### src/hdl/pmr_pkg.sv
// Shared types, constants and helpers for the packed message renderer.
`default_nettype none
package pmr_pkg;
	localparam int HEADER_BYTES = 14;
	localparam int COUNT_BITS = 32;
	localparam int CMP_BITS = (COUNT_BITS > 32) ? COUNT_BITS : 32;
	localparam int HDR_BITS = 4;
	localparam int FIELD_BITS = 3;
	localparam int FIELDS = 5;
	localparam int LABELLED = 4;
	localparam int LABEL_LEN = 10;
	localparam int MAX_PUSH = 12;
	localparam int STEP_BITS = 4;
	localparam int QUEUE_DEPTH = 4;
	localparam int QPTR_BITS = 2;
	localparam int QCNT_BITS = 3;
	localparam int CFG_INDEX_BITS = 1;

	localparam logic [7:0] LINE_END = 8'h0d;

	localparam logic [CFG_INDEX_BITS-1:0] REG_RENDER_MODE = 1'd0;
	localparam logic [CFG_INDEX_BITS-1:0] REG_OUTPUT_LIMIT = 1'd1;

	localparam logic [1:0] ST_OK = 2'd0;
	localparam logic [1:0] ST_TRUNC = 2'd1;
	localparam logic [1:0] ST_TRAIL = 2'd2;
	localparam logic [1:0] ST_OVER = 2'd3;

	localparam logic [3:0][79:0] LABEL_TEXT = {
		"Subject = ", "From    = ", "To      = ", "Date    = "
	};

	typedef logic [COUNT_BITS-1:0] count_t;

	typedef struct packed {
		logic label_en;
		logic [1:0] label_sel;
		logic [7:0] data;
		logic [1:0] data_n;
		logic sum_en;
		logic sum_final;
		logic last;
		count_t taken;
	} cmd_t;

	function automatic count_t sat_inc(input count_t v);
		return (v == {COUNT_BITS{1'b1}}) ? v : v + count_t'(1);
	endfunction

	function automatic logic [CMP_BITS-1:0] cmp_ext(input count_t v);
		return CMP_BITS'(v);
	endfunction

	function automatic logic [7:0] label_char(input logic [1:0] sel,
			input logic [STEP_BITS-1:0] k);
		logic [79:0] t;
		int pos;
		t = LABEL_TEXT[sel];
		pos = 8 * (LABEL_LEN - 1 - int'(k));
		if (int'(k) >= LABEL_LEN)
			return 8'h00;
		return t[pos +: 8];
	endfunction
endpackage
`default_nettype wire

### src/hdl/pmr_queue.sv
// Short command queue between the front parser and the back renderer.
`default_nettype none
module pmr_queue (
	input wire logic clk,
	input wire logic arst_n,
	input wire logic push,
	input wire pmr_pkg::cmd_t push_data,
	output logic full,
	input wire logic pop,
	output logic head_valid,
	output pmr_pkg::cmd_t head_data
);
	pmr_pkg::cmd_t mem_q [pmr_pkg::QUEUE_DEPTH];
	logic [pmr_pkg::QPTR_BITS-1:0] wr_ptr_q;
	logic [pmr_pkg::QPTR_BITS-1:0] rd_ptr_q;
	logic [pmr_pkg::QCNT_BITS-1:0] count_q;
	logic do_pop;

	assign full = (count_q == pmr_pkg::QCNT_BITS'(pmr_pkg::QUEUE_DEPTH));
	assign head_valid = (count_q != '0);
	assign head_data = mem_q[rd_ptr_q];
	assign do_pop = pop && head_valid;

	always_ff @(posedge clk) begin
		if (push && !full)
			mem_q[wr_ptr_q] <= push_data;
	end

	always_ff @(posedge clk or negedge arst_n) begin
		if (!arst_n) begin
			wr_ptr_q <= '0;
			rd_ptr_q <= '0;
			count_q <= '0;
		end else begin
			if (push && !full)
				wr_ptr_q <= wr_ptr_q + pmr_pkg::QPTR_BITS'(1);
			if (do_pop)
				rd_ptr_q <= rd_ptr_q + pmr_pkg::QPTR_BITS'(1);
			if ((push && !full) && !do_pop)
				count_q <= count_q + pmr_pkg::QCNT_BITS'(1);
			else if (!(push && !full) && do_pop)
				count_q <= count_q - pmr_pkg::QCNT_BITS'(1);
		end
	end
endmodule
`default_nettype wire

### src/hdl/pmr_front.sv
// Front parser: walks header and fields, turns each field byte into a render command.
`default_nettype none
module pmr_front (
	input wire logic clk,
	input wire logic arst_n,
	input wire logic render_mode,
	input wire logic in_valid,
	output logic in_stall,
	input wire logic [7:0] in_byte,
	input wire logic in_last,
	input wire logic q_full,
	output logic q_push,
	output pmr_pkg::cmd_t q_data
);
	logic [pmr_pkg::HDR_BITS-1:0] hdr_left_q;
	logic [pmr_pkg::FIELD_BITS-1:0] field_q;
	logic started_q;
	pmr_pkg::count_t taken_q;
	logic drain_q;

	logic accept;
	logic need;
	logic restart;
	logic go_drain;
	pmr_pkg::count_t taken_next;
	pmr_pkg::cmd_t cmd;

	assign in_stall = q_full;
	assign accept = in_valid && !q_full;
	assign taken_next = pmr_pkg::sat_inc(taken_q);

	always_comb begin
		cmd = '0;
		cmd.label_sel = field_q[1:0];
		cmd.last = in_last;
		cmd.taken = taken_next;
		restart = 1'b0;
		go_drain = 1'b0;
		if (!drain_q && hdr_left_q == '0) begin
			cmd.label_en = (field_q < pmr_pkg::FIELD_BITS'(pmr_pkg::LABELLED)) && !started_q;
			if (in_byte != 8'h00) begin
				cmd.data = in_byte;
				cmd.data_n = 2'd1;
			end else begin
				cmd.data = pmr_pkg::LINE_END;
				cmd.data_n = (field_q == pmr_pkg::FIELD_BITS'(pmr_pkg::LABELLED - 1)) ?
					2'd2 : 2'd1;
				if (field_q == pmr_pkg::FIELD_BITS'(pmr_pkg::FIELDS - 1)) begin
					cmd.sum_en = 1'b1;
					cmd.sum_final = 1'b1;
					restart = 1'b1;
					go_drain = render_mode && !in_last;
				end
			end
		end
		if (!drain_q && !cmd.sum_final && in_last) begin
			cmd.sum_en = 1'b1;
			restart = 1'b1;
		end
		if (drain_q && in_last)
			restart = 1'b1;
		need = !drain_q && (cmd.label_en || cmd.data_n != 2'd0 || cmd.sum_en);
	end

	assign q_push = accept && need;
	assign q_data = cmd;

	always_ff @(posedge clk or negedge arst_n) begin
		if (!arst_n) begin
			hdr_left_q <= pmr_pkg::HDR_BITS'(pmr_pkg::HEADER_BYTES);
			field_q <= '0;
			started_q <= 1'b0;
			taken_q <= '0;
			drain_q <= 1'b0;
		end else if (accept) begin
			if (restart) begin
				hdr_left_q <= pmr_pkg::HDR_BITS'(pmr_pkg::HEADER_BYTES);
				field_q <= '0;
				started_q <= 1'b0;
				taken_q <= '0;
				drain_q <= go_drain;
			end else if (!drain_q) begin
				taken_q <= taken_next;
				if (hdr_left_q != '0) begin
					hdr_left_q <= hdr_left_q - pmr_pkg::HDR_BITS'(1);
				end else if (in_byte != 8'h00) begin
					started_q <= 1'b1;
				end else begin
					field_q <= field_q + pmr_pkg::FIELD_BITS'(1);
					started_q <= 1'b0;
				end
			end
		end
	end
endmodule
`default_nettype wire

### src/hdl/pmr_back.sv
// Back renderer: expands commands into rendered bytes and record summaries.
`default_nettype none
module pmr_back (
	input wire logic clk,
	input wire logic arst_n,
	input wire logic render_mode,
	input wire logic [31:0] output_limit,
	input wire logic q_valid,
	input wire pmr_pkg::cmd_t q_data,
	output logic q_pop,
	output logic out_valid,
	input wire logic out_stall,
	output logic [7:0] out_byte,
	output logic item_kind,
	output logic [1:0] status,
	output logic [31:0] consumed_count,
	output logic [31:0] produced_count,
	output logic out_last
);
	logic [pmr_pkg::STEP_BITS-1:0] step_q;
	logic [pmr_pkg::STEP_BITS-1:0] push_cnt_q;
	pmr_pkg::count_t rendered_q;
	logic overflow_q;
	logic out_valid_q;
	logic [7:0] out_byte_q;
	logic kind_q;
	logic [1:0] status_q;
	logic [31:0] consumed_q;
	logic [31:0] produced_q;

	logic [pmr_pkg::STEP_BITS-1:0] lab_len;
	logic [pmr_pkg::STEP_BITS-1:0] data_end;
	logic [pmr_pkg::STEP_BITS-1:0] total;
	logic is_label;
	logic is_data;
	logic is_sum;
	logic last_step;
	logic advance;
	logic over;
	logic emit;
	logic [7:0] step_byte;
	logic [1:0] sum_status;
	pmr_pkg::count_t rend_next;
	logic [pmr_pkg::CMP_BITS-1:0] limit_ext;
	logic [pmr_pkg::CMP_BITS-1:0] taken_ext;
	logic [pmr_pkg::CMP_BITS-1:0] rendered_ext;

	assign limit_ext = pmr_pkg::CMP_BITS'(output_limit);
	assign taken_ext = pmr_pkg::cmp_ext(q_data.taken);
	assign rendered_ext = pmr_pkg::cmp_ext(rendered_q);
	assign lab_len = q_data.label_en ? pmr_pkg::STEP_BITS'(pmr_pkg::LABEL_LEN) : '0;
	assign data_end = lab_len + pmr_pkg::STEP_BITS'(q_data.data_n);
	assign total = data_end + pmr_pkg::STEP_BITS'(q_data.sum_en);
	assign is_label = step_q < lab_len;
	assign is_data = !is_label && (step_q < data_end);
	assign is_sum = !is_label && !is_data;
	assign last_step = (step_q == total - pmr_pkg::STEP_BITS'(1));
	assign advance = q_valid && (!out_valid_q || !out_stall);
	assign q_pop = advance && last_step;

	assign rend_next = pmr_pkg::sat_inc(rendered_q);
	assign over = pmr_pkg::cmp_ext(rend_next) > limit_ext;
	assign step_byte = is_label ? pmr_pkg::label_char(q_data.label_sel, step_q) : q_data.data;

	always_comb begin
		if (!q_data.sum_final)
			sum_status = pmr_pkg::ST_TRUNC;
		else if (render_mode && !q_data.last)
			sum_status = pmr_pkg::ST_TRAIL;
		else if (render_mode && (overflow_q || rendered_ext > limit_ext))
			sum_status = pmr_pkg::ST_OVER;
		else
			sum_status = pmr_pkg::ST_OK;
	end

	assign emit = (is_sum || (render_mode && !over)) &&
		(push_cnt_q < pmr_pkg::STEP_BITS'(pmr_pkg::MAX_PUSH));

	always_ff @(posedge clk or negedge arst_n) begin
		if (!arst_n) begin
			step_q <= '0;
			push_cnt_q <= '0;
			rendered_q <= '0;
			overflow_q <= 1'b0;
			out_valid_q <= 1'b0;
		end else begin
			if (advance && emit)
				out_valid_q <= 1'b1;
			else if (out_valid_q && !out_stall)
				out_valid_q <= 1'b0;
			if (advance) begin
				if (last_step) begin
					step_q <= '0;
					push_cnt_q <= '0;
				end else begin
					step_q <= step_q + pmr_pkg::STEP_BITS'(1);
					if (emit)
						push_cnt_q <= push_cnt_q + pmr_pkg::STEP_BITS'(1);
				end
				if (is_sum) begin
					rendered_q <= '0;
					overflow_q <= 1'b0;
				end else begin
					rendered_q <= rend_next;
					if (render_mode && over)
						overflow_q <= 1'b1;
				end
			end
		end
	end

	always_ff @(posedge clk) begin
		if (advance && emit) begin
			if (is_sum) begin
				out_byte_q <= 8'h00;
				kind_q <= 1'b1;
				status_q <= sum_status;
				consumed_q <= q_data.sum_final ? taken_ext[31:0] : '0;
				produced_q <= q_data.sum_final ? rendered_ext[31:0] : '0;
			end else begin
				out_byte_q <= step_byte;
				kind_q <= 1'b0;
				status_q <= pmr_pkg::ST_OK;
				consumed_q <= '0;
				produced_q <= '0;
			end
		end
	end

	assign out_valid = out_valid_q;
	assign out_byte = out_byte_q;
	assign item_kind = kind_q;
	assign status = status_q;
	assign consumed_count = consumed_q;
	assign produced_count = produced_q;
	assign out_last = kind_q;
endmodule
`default_nettype wire

### src/hdl/packed_message_renderer_unit.sv
// Packed message renderer top level: config registers, front parser, queue, back renderer.
// A result passes through the command queue and then the output register.
// Throughput: one input byte per cycle, while the queue has room, when each makes at most
// one result; the back sequencer issues one step per cycle, one per label character and byte.
// The four-entry command queue absorbs those bursts; output stall holds the back sequencer.
// Reset: record walk restarts at the header, render_mode = 0, output_limit = all ones.
`default_nettype none
module packed_message_renderer_unit (
	input wire logic clk,
	input wire logic arst_n,
	input wire logic in_valid,
	output logic in_stall,
	input wire logic [7:0] in_byte,
	input wire logic in_last,
	output logic out_valid,
	input wire logic out_stall,
	output logic [7:0] out_byte,
	output logic item_kind,
	output logic [1:0] status,
	output logic [31:0] consumed_count,
	output logic [31:0] produced_count,
	output logic out_last,
	input wire logic cfg_valid,
	output logic cfg_ready,
	input wire logic [pmr_pkg::CFG_INDEX_BITS-1:0] cfg_index,
	input wire logic [31:0] cfg_data
);
	logic render_mode_q;
	logic [31:0] output_limit_q;
	logic q_full;
	logic q_push;
	logic q_pop;
	logic q_valid;
	pmr_pkg::cmd_t q_wdata;
	pmr_pkg::cmd_t q_head;

	assign cfg_ready = 1'b1;

	always_ff @(posedge clk or negedge arst_n) begin
		if (!arst_n) begin
			render_mode_q <= 1'b0;
			output_limit_q <= 32'hffff_ffff;
		end else if (cfg_valid && cfg_ready) begin
			case (cfg_index)
				pmr_pkg::REG_RENDER_MODE: render_mode_q <= cfg_data[0];
				pmr_pkg::REG_OUTPUT_LIMIT: output_limit_q <= cfg_data;
				default: ;
			endcase
		end
	end

	pmr_front u_front (
		.clk(clk),
		.arst_n(arst_n),
		.render_mode(render_mode_q),
		.in_valid(in_valid),
		.in_stall(in_stall),
		.in_byte(in_byte),
		.in_last(in_last),
		.q_full(q_full),
		.q_push(q_push),
		.q_data(q_wdata)
	);

	pmr_queue u_queue (
		.clk(clk),
		.arst_n(arst_n),
		.push(q_push),
		.push_data(q_wdata),
		.full(q_full),
		.pop(q_pop),
		.head_valid(q_valid),
		.head_data(q_head)
	);

	pmr_back u_back (
		.clk(clk),
		.arst_n(arst_n),
		.render_mode(render_mode_q),
		.output_limit(output_limit_q),
		.q_valid(q_valid),
		.q_data(q_head),
		.q_pop(q_pop),
		.out_valid(out_valid),
		.out_stall(out_stall),
		.out_byte(out_byte),
		.item_kind(item_kind),
		.status(status),
		.consumed_count(consumed_count),
		.produced_count(produced_count),
		.out_last(out_last)
	);
endmodule
`default_nettype wire
### config.mk
export PLATFORM = sky130hd
export DESIGN_NAME = packed_message_renderer_unit
export DESIGN_NICKNAME = d
export VERILOG_FILES = /design/src/hdl/pmr_pkg.sv /design/src/hdl/pmr_queue.sv /design/src/hdl/pmr_front.sv /design/src/hdl/pmr_back.sv /design/src/hdl/packed_message_renderer_unit.sv
export SDC_FILE = /design/constraint.sdc
export NUM_CORES = 1
export LEC_CHECK = 0
export BUFFER_PORTS_ARGS = -buffer_cell sky130_fd_sc_hd__buf_2
export CAP_MARGIN = 20
export CORE_ASPECT_RATIO = 1.5
export CORE_MARGIN = 8
export CORE_UTILIZATION = 44
export DETAILED_ROUTE_END_ITERATION = 16
export GPL_ROUTABILITY_DRIVEN = 1
export SLEW_MARGIN = 20
export SYNTH_ARGS = -nofsm -noshare
export SYNTH_HDL_FRONTEND = slang
export SYNTH_SLANG_ARGS = --single-unit
### constraint.sdc
create_clock -name clk -period 7.55 [get_ports clk]
set_input_delay 1.8875 -clock clk [delete_from_list [all_inputs] [get_ports clk]]
set_output_delay 1.8875 -clock clk [all_outputs]
set_load 0.1 [all_outputs]
==> run_summary.xml <==
<?xml version="1.0" encoding="UTF-8"?>
<metrics>
  <group name="clock_tree">
    <metric name="post_cts.resized_instances" unit="">0</metric>
    <metric name="holdBufCountCts" unit="">0</metric>
    <metric name="postCtsSetupRepairBufs" unit="">0</metric>
    <metric name="cts_buffer_depth" unit="">3</metric>
    <metric name="htree_levels" unit="">2</metric>
    <metric name="cts_bufs_inserted" unit="">40</metric>
    <metric name="numClockSinks" unit="">390</metric>
    <metric name="cts_tree" unit="">built</metric>
    <metric name="clock-root-buffer" unit="">clkbuf_16</metric>
    <metric name="clkTransAtPathRegs" unit="ns">0.06</metric>
    <metric name="worstSkewPairLatency" unit="ns">0.55</metric>
  </group>
  <group name="floorplan">
    <metric name="coreArea" unit="um^2">42800</metric>
    <metric name="die_area" unit="um^2">50200</metric>
    <metric name="die-height" unit="um">271</metric>
    <metric name="initial_core_util" unit="">0.444</metric>
    <metric name="x_dimension_of_the_die" unit="um">186</metric>
    <metric name="floorplan.io_pins" unit="">126</metric>
    <metric name="fp-row-count" unit="">93</metric>
  </group>
  <group name="critical_path">
    <metric name="setup.worst_path.class" unit="">flop to flop</metric>
    <metric name="crit_path_cell_trace" unit="">and4_4, and4_1, nand2_1, nor3_2, nand2_1, xnor2_1, ha_1, nand4_1, nor4_1, o41a_1, o221ai_1, nand2_1, clkinv_2, buf_12</metric>
    <metric name="path_max_fanout" unit="">38</metric>
    <metric name="arrival" unit="ns">5.69</metric>
    <metric name="setup.worst_path.start" unit="">u_back.rendered_ext[17]</metric>
    <metric name="most_frequent_cell_on_the_critical_path" unit="">nand2_1</metric>
    <metric name="r2r-start" unit="">u_back.rendered_ext[17]</metric>
    <metric name="worst-endpoint-required" unit="ns">7.83</metric>
    <metric name="setup.worst_path.end_class" unit="">flop</metric>
    <metric name="setup.worst_path.start_class" unit="">flop</metric>
    <metric name="cp_slowest_stage_delay" unit="ns">0.63</metric>
    <metric name="crit_path_top_delay_cell" unit="">nor4_1</metric>
  </group>
  <group name="synthesis">
    <metric name="largest_family_of_logic_cells_by_synthesized_area" unit="">simple AND/OR/NAND/NOR gates</metric>
    <metric name="ys_ff_latch" unit="">390</metric>
    <metric name="synth-edff-count" unit="">267</metric>
    <metric name="netlist_instances" unit="">1451</metric>
    <metric name="postSynthNetCount" unit="">1594</metric>
    <metric name="synth-simple-area-share" unit="">0.109</metric>
    <metric name="synth.area.mux_share" unit="">0.0803</metric>
    <metric name="synthAdderAreaFrac" unit="">0.0636</metric>
    <metric name="synth.distinct_cells" unit="">78</metric>
    <metric name="yosysWarningCount" unit="">0</metric>
    <metric name="ys.flop_type" unit="">edfxtp_1</metric>
    <metric name="avg_synthesized_cell_area" unit="um^2">13.1</metric>
    <metric name="mappedNetlistArea" unit="um^2">19000</metric>
    <metric name="synth.yosys.seq_area_share" unit="">0.586</metric>
    <metric name="synth-compound-area-share" unit="">0.0946</metric>
    <metric name="postSynth.asyncResetShare" unit="">0.315</metric>
    <metric name="post_synth_xor_area_fraction" unit="">0.0341</metric>
  </group>
  <group name="power">
    <metric name="combPwrFrac" unit="">0.445</metric>
    <metric name="power.switching_fraction" unit="">0.460</metric>
    <metric name="cell_internal_pwr" unit="W">0.00508</metric>
    <metric name="leakagePower" unit="nW">8.57</metric>
    <metric name="pwr-share-clk" unit="">0.213</metric>
    <metric name="power_switching" unit="W">0.00433</metric>
    <metric name="seq_power_share" unit="">0.341</metric>
    <metric name="peakVddDrop" unit="V">0.000419</metric>
    <metric name="p_per_area" unit="nW/um^2">438</metric>
  </group>
  <group name="outcome">
    <metric name="outcome" unit="">completed</metric>
  </group>
  <group name="drt">
    <metric name="routed_wirelength" unit="um">44300</metric>
    <metric name="post_drt_wl_per_cell" unit="um">20.5</metric>
    <metric name="drt.antenna.violating_nets" unit="">0</metric>
    <metric name="first_iter_violations" unit="">678</metric>
    <metric name="detailedRoute.firstPassIterationCount" unit="">5</metric>
    <metric name="detail_route.vias_per_cell" unit="">5.62</metric>
    <metric name="drc" unit="">0</metric>
    <metric name="route.vias.total" unit="">12100</metric>
  </group>
  <group name="sta">
    <metric name="hold_violations" unit="">0</metric>
    <metric name="fmax" unit="MHz">185</metric>
    <metric name="final_max_slew_viol_count" unit="">0</metric>
    <metric name="final_min_period_over_clock_period" unit="">0.717</metric>
    <metric name="tns" unit="ns">0</metric>
    <metric name="tightest_slew" unit="ns">1.08</metric>
    <metric name="setup-violations-final" unit="">0</metric>
    <metric name="finalWorstPathRequiredPeriod" unit="ns">5.41</metric>
    <metric name="setup_slack" unit="ns">2.14</metric>
    <metric name="maxSlewHeadroom" unit="">0.278</metric>
    <metric name="finalClockSkew" unit="ns">0.0144</metric>
    <metric name="setup_repair_after_global_routing_missed_its_margin" unit="">false</metric>
  </group>
  <group name="placement">
    <metric name="io_buffer_count" unit="">124</metric>
    <metric name="post_place_instance_area" unit="um^2">20100</metric>
    <metric name="pre_cts_setup_slack" unit="ns">2.10</metric>
    <metric name="hpwl" unit="um">29500</metric>
    <metric name="gpl.final_weighted_congestion" unit="">0.863</metric>
  </group>
  <group name="final_layout">
    <metric name="seqCellArea" unit="um^2">11100</metric>
    <metric name="layout_common_cells" unit="">267 x edfxtp_1, 123 x buf_2, 97 x nand2_1</metric>
    <metric name="layout.nets" unit="">1701</metric>
    <metric name="final_layout_size_suffix_gt1_frac" unit="">0.224</metric>
    <metric name="flow.area_growth_from_synthesis" unit="%">13.1</metric>
    <metric name="num_antenna_cells" unit="">0</metric>
    <metric name="mostFrequentLayoutCell" unit="">edfxtp_1</metric>
    <metric name="fill_cells" unit="">3853</metric>
    <metric name="final_cell_area" unit="um^2">21500</metric>
    <metric name="multi_input_area" unit="um^2">7280</metric>
  </group>
  <group name="min_path">
    <metric name="hold_path_class" unit="">flop to flop</metric>
    <metric name="hold_path_startpoint" unit="">u_front.started_q</metric>
  </group>
  <group name="global_route">
    <metric name="globalRouteTotalUtil" unit="">0.176</metric>
    <metric name="first_global_vias" unit="">12400</metric>
    <metric name="maximum_number_of_pins_on_one_net_before_global_route_repair" unit="">96</metric>
    <metric name="total_grt_overflow" unit="">0</metric>
    <metric name="grt_antenna_before_repair" unit="">1</metric>
    <metric name="grt_first_pass_wirelength" unit="um">69900</metric>
  </group>
  <group name="run">
    <metric name="max_cap_violations" unit="">0</metric>
  </group>
</metrics>
power groups by stage:
stage / logic [W] / registers [W] / clock network [W]
final: 0.00419 / 0.00321 / 0.00201
after global routing: 0.00448 / 0.00327 / 0.00214
after CTS: 0.00424 / 0.00322 / 0.00206
after detailed placement: 0.00423 / 0.00326 / 0
after global placement: 0.00420 / 0.00325 / 0
after floorplan: 0.00185 / 0.00468 / 0
synthesized netlist by cell type, drive strengths merged (35+ instances only):
library cell | number | share of area
inv | 70 | 0.014
o21ai | 86 | 0.023
nor2 | 42 | 0.0083
ha | 95 | 0.063
nand2 | 100 | 0.020
mux2 | 35 | 0.021
dfrtp | 88 | 0.12
o31ai | 35 | 0.014
mux4 | 48 | 0.057
xnor2 | 51 | 0.024
a21oi | 75 | 0.020
clkbuf | 41 | 0.0082
dfstp | 35 | 0.048
and3 | 83 | 0.027
edfxtp | 267 | 0.42
cell type report:
| class | count | share of cell area |
|---|---|---|
| inverters | 71 | 0.0125 |
| clock buffers | 45 | 0.0484 |
| clock inverters | 27 | 0.0130 |
| flip-flops and latches | 390 | 0.518 |
| repair buffers | 139 | 0.0357 |
| multi-input cells | 916 | 0.339 |
| well taps | 570 | 0.0332 |
worst paths after layout:
check	end	slack, ns	cells after the start
setup / recovery	u_back.consumed_count[16]	2.14	14
hold / removal	u_front.started_q	0.50	2
setup reg to reg	u_back.consumed_count[16]	2.14	14
hold reg to reg	u_front.started_q	0.50	2
max in group asynchronous	u_queue.rd_ptr_q[0]	5.17	2
min in group asynchronous	u_front.taken_q[16]	1.23	1
flip-flops by register name, summed over array words and instances (netlist names):
| name | cells |
|---|---|
| output_limit_q | 32 |
| render_mode_q | 1 |
| u_back.consumed_count | 32 |
| u_back.item_kind | 1 |
| u_back.out_byte | 8 |
| u_back.out_valid | 1 |
| u_back.overflow_q | 1 |
| u_back.produced_count | 32 |
| u_back.push_cnt_q | 4 |
| u_back.rendered_ext | 32 |
| u_back.status | 2 |
| u_back.step_q | 4 |
| u_front.drain_q | 1 |
| u_front.field_q | 3 |
| u_front.hdr_left_q | 4 |
| u_front.started_q | 1 |
| u_front.taken_q | 32 |
| u_queue.count_q | 3 |
| u_queue.mem_q | 192 |
| u_queue.rd_ptr_q | 2 |
| u_queue.wr_ptr_q | 2 |
stage by stage:
| step | utilization | total power (W) | hold WS [ns] | std cells |
|---|---|---|---|---|
| 2_1_floorplan | - | 0.00653 | 0.444 | 1451 |
| 3_3_place_gp | 0.470 | 0.00745 | 0.464 | 2085 |
| 3_5_place_dp | 0.470 | 0.00749 | 0.484 | 2085 |
| 4_1_cts | 0.501 | 0.00953 | 0.498 | 2157 |
| 5_1_grt | 0.502 | 0.00989 | 0.551 | 2158 |
| 6_report | 0.502 | 0.00942 | 0.503 | 2158 |
kinds of logic after synthesis:
group	count (synthesis)
xor gates and xnor gates	74
muxes	88
adders and majority gates	96
and+or+nand+nor	372
DFF	390
buffers and inverters	145
other	1
AOI/OAI and AO/OA	285
metal layers:
layer	routed length [um]	up-vias	global-route usage
met3	1810	88	0.0256
li1	-	5690	-
met1	17600	6106	0.208
met2	23300	238	0.316
met4	1590	2	0.0689
met5	13	-	0
worst max-delay path, delay by kind of cell (launching register included):
family,cells,cell delay [ns]
and+or+nand+nor,8,2.58
adders and majority gates,1,0.32
xor gates and xnor gates,1,0.16
buffers and inverters,2,1.06
DFF,1,0.56
AOI/OAI and AO/OA,2,0.44
Power figures use the tool's default switching activity.
